[src/hdl/kvi_pkg.sv]
package kvi_pkg;

  localparam int MAX_KEYS_DEF  = 64;
  localparam int FRAC_BITS_DEF = 16;

  localparam int KEY_COUNT_W = 7;
  localparam int KEY_INDEX_W = 6;
  localparam int DATA_W      = 32;
  localparam int AXES        = 3;

  localparam logic CMD_WRITE = 1'b0;
  localparam logic CMD_QUERY = 1'b1;

  localparam logic CFG_KEY_COUNT   = 1'b0;
  localparam logic CFG_EMPTY_VALUE = 1'b1;

  localparam logic signed [DATA_W-1:0] SAT_MAX = 32'sh7fff_ffff;
  localparam logic signed [DATA_W-1:0] SAT_MIN = 32'sh8000_0000;

  typedef struct packed {
    logic signed [DATA_W-1:0] tm;
    logic signed [DATA_W-1:0] x;
    logic signed [DATA_W-1:0] y;
    logic signed [DATA_W-1:0] z;
  } key_t;

  typedef enum logic [3:0] {
    ST_IDLE,
    ST_CHK_FIRST,
    ST_CHK_LAST,
    ST_SCAN,
    ST_LOAD0,
    ST_DIV,
    ST_MUL,
    ST_ACC,
    ST_OUT
  } state_e;

  typedef enum logic [1:0] {
    ADDR_FIRST,
    ADDR_LAST,
    ADDR_NEXT,
    ADDR_PREV
  } addr_sel_e;

  typedef enum logic [1:0] {
    RES_NONE,
    RES_EMPTY,
    RES_KEY
  } res_op_e;

  typedef struct packed {
    logic      key_write;
    logic      query_start;
    addr_sel_e addr_sel;
    logic      idx_inc;
    logic      key1_cap;
    logic      key0_cap;
    logic      div_step;
    logic      mul_step;
    logic      acc_step;
    res_op_e   res_op;
    logic      out_load;
  } ctrl_t;

  typedef struct packed {
    logic n_zero;
    logic n_one;
    logic q_le_t;
    logic q_ge_t;
    logic q_lt_t;
    logic div_last;
    logic ax_last;
    logic out_free;
  } stat_t;

endpackage

[src/hdl/kvi_ctrl.sv]
module kvi_ctrl (
  input  logic            clk_i,
  input  logic            rst_ni,
  input  logic            in_valid_i,
  output logic            in_stall_o,
  input  logic            cmd_i,
  input  kvi_pkg::stat_t  stat_i,
  output kvi_pkg::ctrl_t  ctrl_o
);
  import kvi_pkg::*;

  state_e state_q, state_d;
  logic   accept;

  always_ff @(posedge clk_i or negedge rst_ni) begin
    if (!rst_ni) begin
      state_q <= ST_IDLE;
    end else begin
      state_q <= state_d;
    end
  end

  assign in_stall_o = (state_q != ST_IDLE);
  assign accept     = in_valid_i && (state_q == ST_IDLE);

  always_comb begin
    state_d = state_q;
    ctrl_o  = '0;
    ctrl_o.addr_sel = ADDR_FIRST;
    ctrl_o.res_op   = RES_NONE;
    unique case (state_q)
      ST_IDLE: begin
        if (accept && cmd_i == CMD_WRITE) begin
          ctrl_o.key_write = 1'b1;
        end else if (accept) begin
          ctrl_o.query_start = 1'b1;
          if (stat_i.n_zero) begin
            ctrl_o.res_op = RES_EMPTY;
            state_d = ST_OUT;
          end else begin
            state_d = ST_CHK_FIRST;
          end
        end
      end
      ST_CHK_FIRST: begin
        if (stat_i.n_one || stat_i.q_le_t) begin
          ctrl_o.res_op = RES_KEY;
          state_d = ST_OUT;
        end else begin
          ctrl_o.addr_sel = ADDR_LAST;
          state_d = ST_CHK_LAST;
        end
      end
      ST_CHK_LAST: begin
        if (stat_i.q_ge_t) begin
          ctrl_o.res_op = RES_KEY;
          state_d = ST_OUT;
        end else begin
          ctrl_o.addr_sel = ADDR_NEXT;
          ctrl_o.idx_inc  = 1'b1;
          state_d = ST_SCAN;
        end
      end
      ST_SCAN: begin
        // segment end found: fetch its start key
        if (stat_i.q_lt_t) begin
          ctrl_o.key1_cap = 1'b1;
          ctrl_o.addr_sel = ADDR_PREV;
          state_d = ST_LOAD0;
        end else begin
          ctrl_o.addr_sel = ADDR_NEXT;
          ctrl_o.idx_inc  = 1'b1;
        end
      end
      ST_LOAD0: begin
        ctrl_o.key0_cap = 1'b1;
        state_d = ST_DIV;
      end
      ST_DIV: begin
        ctrl_o.div_step = 1'b1;
        if (stat_i.div_last) begin
          state_d = ST_MUL;
        end
      end
      ST_MUL: begin
        ctrl_o.mul_step = 1'b1;
        state_d = ST_ACC;
      end
      ST_ACC: begin
        ctrl_o.acc_step = 1'b1;
        state_d = stat_i.ax_last ? ST_OUT : ST_MUL;
      end
      ST_OUT: begin
        if (stat_i.out_free) begin
          ctrl_o.out_load = 1'b1;
          state_d = ST_IDLE;
        end
      end
      default: begin
        state_d = ST_IDLE;
      end
    endcase
  end

endmodule

[config.mk]
export PLATFORM = sky130hd
export DESIGN_NAME = kvi_ctrl
export DESIGN_NICKNAME = d
export VERILOG_FILES = /design/src/hdl/kvi_pkg.sv /design/src/hdl/kvi_ctrl.sv
export SDC_FILE = /design/constraint.sdc
export NUM_CORES = 1
export LEC_CHECK = 0
export ABC_AREA = 1
export BUFFER_PORTS_ARGS = -buffer_cell sky130_fd_sc_hd__buf_2
export CAP_MARGIN = 30
export CELL_PAD_IN_SITES_DETAIL_PLACEMENT = 1
export CELL_PAD_IN_SITES_GLOBAL_PLACEMENT = 2
export CORE_AREA = 3 3 53 55
export CTS_BUF_LIST = sky130_fd_sc_hd__clkbuf_16
export CTS_CLUSTER_DIAMETER = 150
export CTS_CLUSTER_SIZE = 16
export DETAILED_ROUTE_END_ITERATION = 8
export DIE_AREA = 0 0 56 58
export GPL_TIMING_DRIVEN = 0
export HOLD_SLACK_MARGIN = 0.1
export PLACE_DENSITY_LB_ADDON = 0.1
export SETUP_SLACK_MARGIN = 0.02
export SLEW_MARGIN = 15
export SYNTH_ARGS = -nofsm -noshare
export SYNTH_HDL_FRONTEND = slang
export SYNTH_SLANG_ARGS = --single-unit
[constraint.sdc]
create_clock -name clk_i -period 1.4 [get_ports clk_i]
set_input_delay 0.21 -clock clk_i [delete_from_list [all_inputs] [get_ports clk_i]]
set_output_delay 0.21 -clock clk_i [all_outputs]
set_load 0.01 [all_outputs]
==> results.txt <==
----------------------------------------------------
[Run status]
  Result of the run ... finished, violations left
  Violations in the final reports ... negative setup slack

[Global routing]
  Wire length of the first global-routing pass ... 2946 um
  Overall global routing resource usage ... ~11%
  Via count of the first global-routing pass ... 673
  Maximum number of pins on one net before global-route repair ... 7
  Total overflow reported by the global router ... 0
  Number of antenna violations at the first check in global routing ... 0

[STA]
  Transition time at the pin with the least slew margin ... 256.0 ps
  Final Slew Violations ... 0
  Min Tclk post-route ... 1532 ps
  Final WS setup ... -132.5 ps
  Final worst clock skew ... ~0.40 ps
  Endpoints failing hold ... 0
  F_max ... 0.6525 GHz
  Setup repair after global routing missed its margin ... true
  Finish-stage setup viols ... 13
  Worst rel slew slack ... 82.87%
  Period utilization ... 109.5%
  Total Negative Setup Slacks ... -996.1 ps

[Min path]
  Min-Delay Startpoint ... stat_i[2]
  Worst hold path endpoint ... state_q[2]
  Class of the tightest hold or removal check ... input port to flop
  Worst hold path depth ... 3

[Synthesis]
  Syn Std Cell Area ... 404.1 um^2
  Post-Synthesis Mean Instance Area ... roughly 5.7 um^2
  Biggest area contributors in the synthesized netlist ... sky130_fd_sc_hd__dfrtp_1 (25%), sky130_fd_sc_hd__nand3_1 (19%), sky130_fd_sc_hd__inv_1 (13%)
  Synthesized Nets ... 83
  Share of flip-flops with an asynchronous set or reset ... 100.0%
  Synth cell types ... 13
  Proportion of netlist area held by the largest area contributor ... 24.77%
  Number of instances in the synthesized netlist ... 71
  Dominant cell by count in the synthesized netlist ... sky130_fd_sc_hd__nand3_1
  Yosys warning total ... 0
  Cell type with the largest total area after synthesis ... sky130_fd_sc_hd__dfrtp_1
  Most instantiated flip-flop cell in the synthesis netlist ... sky130_fd_sc_hd__dfrtp_1
  Most instantiated cells after synthesis ... sky130_fd_sc_hd__nand3_1 (15), sky130_fd_sc_hd__inv_1 (14), sky130_fd_sc_hd__nand2_1 (13)
  Number of synthesized flops with an enable pin ... 0
  Part of the Yosys area used for sequential elements ... between 20% and 30%
  Yosys reg bits ... 4

[Finish]
  Leading registers by flop count ... state_q x4
  Final Util ... 37.60%
  Number of fill cells in the layout ... just over 300
  Share of post-route cells with drive strength above 1 ... 61.74%
  Area growth from synthesis to layout ... 126.3%
  Antenna fix cells ... 0
  Total area of sequential cells ... 103.9 um^2
  Number of cells in the finished layout apart from fillers ... roughly 150
  Max FFs per register ... 4
  Largest reg by FF count ... state_q
  Final layout net count ... 129
  Area occupied by multi-input gates ... around 360 um^2

[Clock tree]
  Clock transition at the register clock pins on the worst setup and hold paths after CTS ... 30 ps
  Deepest clock path buffer count ... 2
  Clock buffer count from CTS ... 3
  TritonCTS clock tree ... built
  Clock Sink Count ... 4
  H-tree depth reported by CTS ... 1
  Clock Latency Late Sink ... approximately 220 ps
  Root buffer cell ... sky130_fd_sc_hd__clkbuf_16

[Setup path]
  Crit. End Element ... output pin
  Max stage delay on crit path ... 430 ps
  Worst path cell trace ... nor2_4, buf_4, nand2_2, o21ai_1, buf_2
  Required time reported for the critical path endpoint ... approximately 1200 ps
  Instance count on the critical path ... 5
  Critical Path Start Type ... flop
  Maximum fanout encountered on the critical timing path ... 5
  Worst path bufs/invs ... 2
  Crit Reg-Reg Endpoint ... state_q[2]
  Setup slack, reg-to-reg ... 30 ps
  Data arrival time at the worst-slack endpoint ... 1320 ps
  Beginning of the worst register-to-register path ... state_q[1]
  Worst setup path class ... flop to output pin
  Number of cell instances on the worst register-to-register path ... 7
  Dominant delay contributor by cell family on the critical path ... flip-flops
  Crit path max-delay cell type ... sky130_fd_sc_hd__dfrtp_2

[Power and ir drop]
  Fraction of power consumed by combinational cells ... 56.5%
  Power share of the sequential group ... 13.8%
  Switching part of the total ... 37.28%
  Clock power share ... 29.7%
  Leakage power ... 0.5119 nW
  Net load switching power ... 0.5537 mW
  Peak VDD IR ... 0.001066 V
  Total power consumption of the routed design ... 1.485 mW
  Internal Dissipation ... 0.9316 mW
  Total power density per cell area ... between 1500 and 2000 nW/um^2

[Floorplanning]
  Placeable core region ... 2432 um^2
  Number of I/O pins ... 26
  Effective utilization at floorplan ... between 15 and 20%
  Width of the die ... 56 um
  Die Area ... 3248 um^2
  Number of rows in the core area ... 18
  Die height ... between 50 and 60 um

[Drt]
  Detailed-route vias per instance ... approximately 4.3
  Avg WL per Cell ... between 10 and 15 um
  Highest routing layer actually used ... met3
  Met1 wire length ... 747 um
  Residual antenna-violating net count after detailed routing ... 0
  Total vias in the final route ... roughly 630
  Met3 routed wirelength ... 83 um
  Total iterations of the first detailed-routing run ... 4
  DRC violation total after the first TritonRoute iteration ... 3
  Total routed wirelength ... approximately 1800 um
  Residual DRC ... 0
  Detailed-routed wire length on met2 ... 958 um

[Place]
  Dpl cells ... 126
  Routability Congestion ... 0.6736
  # port buffers ... 25
  Post-detail-place hpwl ... approximately 1200 um

[Flow run]
  Number of max-capacitance violations reported ... 0

----------------------------------------------------
layout by cell type (no fill, tap or decap), types with 2 or more instances in the layout:
cell	count
sky130_fd_sc_hd__nor2_4	4
sky130_fd_sc_hd__nand3_2	6
sky130_fd_sc_hd__nor2_2	5
sky130_fd_sc_hd__nand3_1	8
sky130_fd_sc_hd__nand2_1	9
sky130_fd_sc_hd__buf_4	10
sky130_fd_sc_hd__nand3b_1	3
sky130_fd_sc_hd__nand2_2	4
sky130_fd_sc_hd__clkbuf_16	3
sky130_fd_sc_hd__inv_1	13
sky130_fd_sc_hd__nor2_1	4
sky130_fd_sc_hd__dfrtp_2	3
sky130_fd_sc_hd__buf_6	5
sky130_fd_sc_hd__nor3_2	2
sky130_fd_sc_hd__buf_2	24
what timing repair did:
item | 4_1_cts | 5_1_grt
hold buffers | 1 | 0
gates resized for setup | 22 | 15
endpoints found under the setup margin | 18 | 17
endpoints found under the hold margin | 4 | 0
pin swaps | 10 | 14
buffers inserted | 13 | 3
gates cloned | 0 | 0
per-layer routing:
metal	track usage (%)	vias to the layer above
li1	-	315
met1	14.30	291
met2	19.87	19
met3	2.673	0
met4	3.051	0
met5	0	-
worst reg2reg max path: cells and delay by family, from the launching register on:
kind | cells | cell delay (ps)
AND/OR/NAND/NOR | 5 | 560
buffers and inverters | 2 | 240
flip-flops | 1 | 450
area by class of cell:
class | instances | area share [%]
Timing Repair Buffer | 41 | 30.78
Clock buffer | 3 | 8.208
Tap cell | 30 | 4.104
Sequential cell | 4 | 11.35
Multi-Input combinational cell | 53 | 39.81
Inverter | 14 | 5.746
worst max-delay path by stage:
stage | endpoint | from
2_1_floorplan | ctrl_o[1] | state_q[0]
3_3_place_gp | ctrl_o[1] | state_q[0]
3_5_place_dp | ctrl_o[1] | state_q[0]
4_1_cts | ctrl_o[1] | state_q[3]
5_1_grt | ctrl_o[10] | state_q[3]
6_report | ctrl_o[9] | state_q[3]
metrics by stage:
step           worst slack (ps)  area, um^2  hold slack [ps]
2_1_floorplan             22.16       404.1           -85.59
3_3_place_gp             -114.2       566.8            15.01
3_5_place_dp             -107.8       566.8            16.84
4_1_cts                  -186.2       829.5            295.5
5_1_grt                  -202.5       914.6            360.8
6_report                 -132.5       914.6            324.0
cells by family after synthesis:
| family | Yosys count | synth area share [%] |
|---|---|---|
| AOI/OAI and AO/OA | 4 | 5.882 |
| buffers and inverters | 14 | 13.00 |
| and+or+nand+nor | 49 | 56.35 |
| DFF | 4 | 24.77 |
power groups by stage:
stage                     clock network [mW]  logic, mW  registers (mW)
after global placement                     0      0.421           0.186
after global routing                   0.449      0.913           0.210
final                                  0.442      0.839           0.205
after detailed placement                   0      0.424           0.185
after floorplan                            0      0.282           0.173
after CTS                              0.444      0.728           0.197
(Power assumes the default switching activity.)
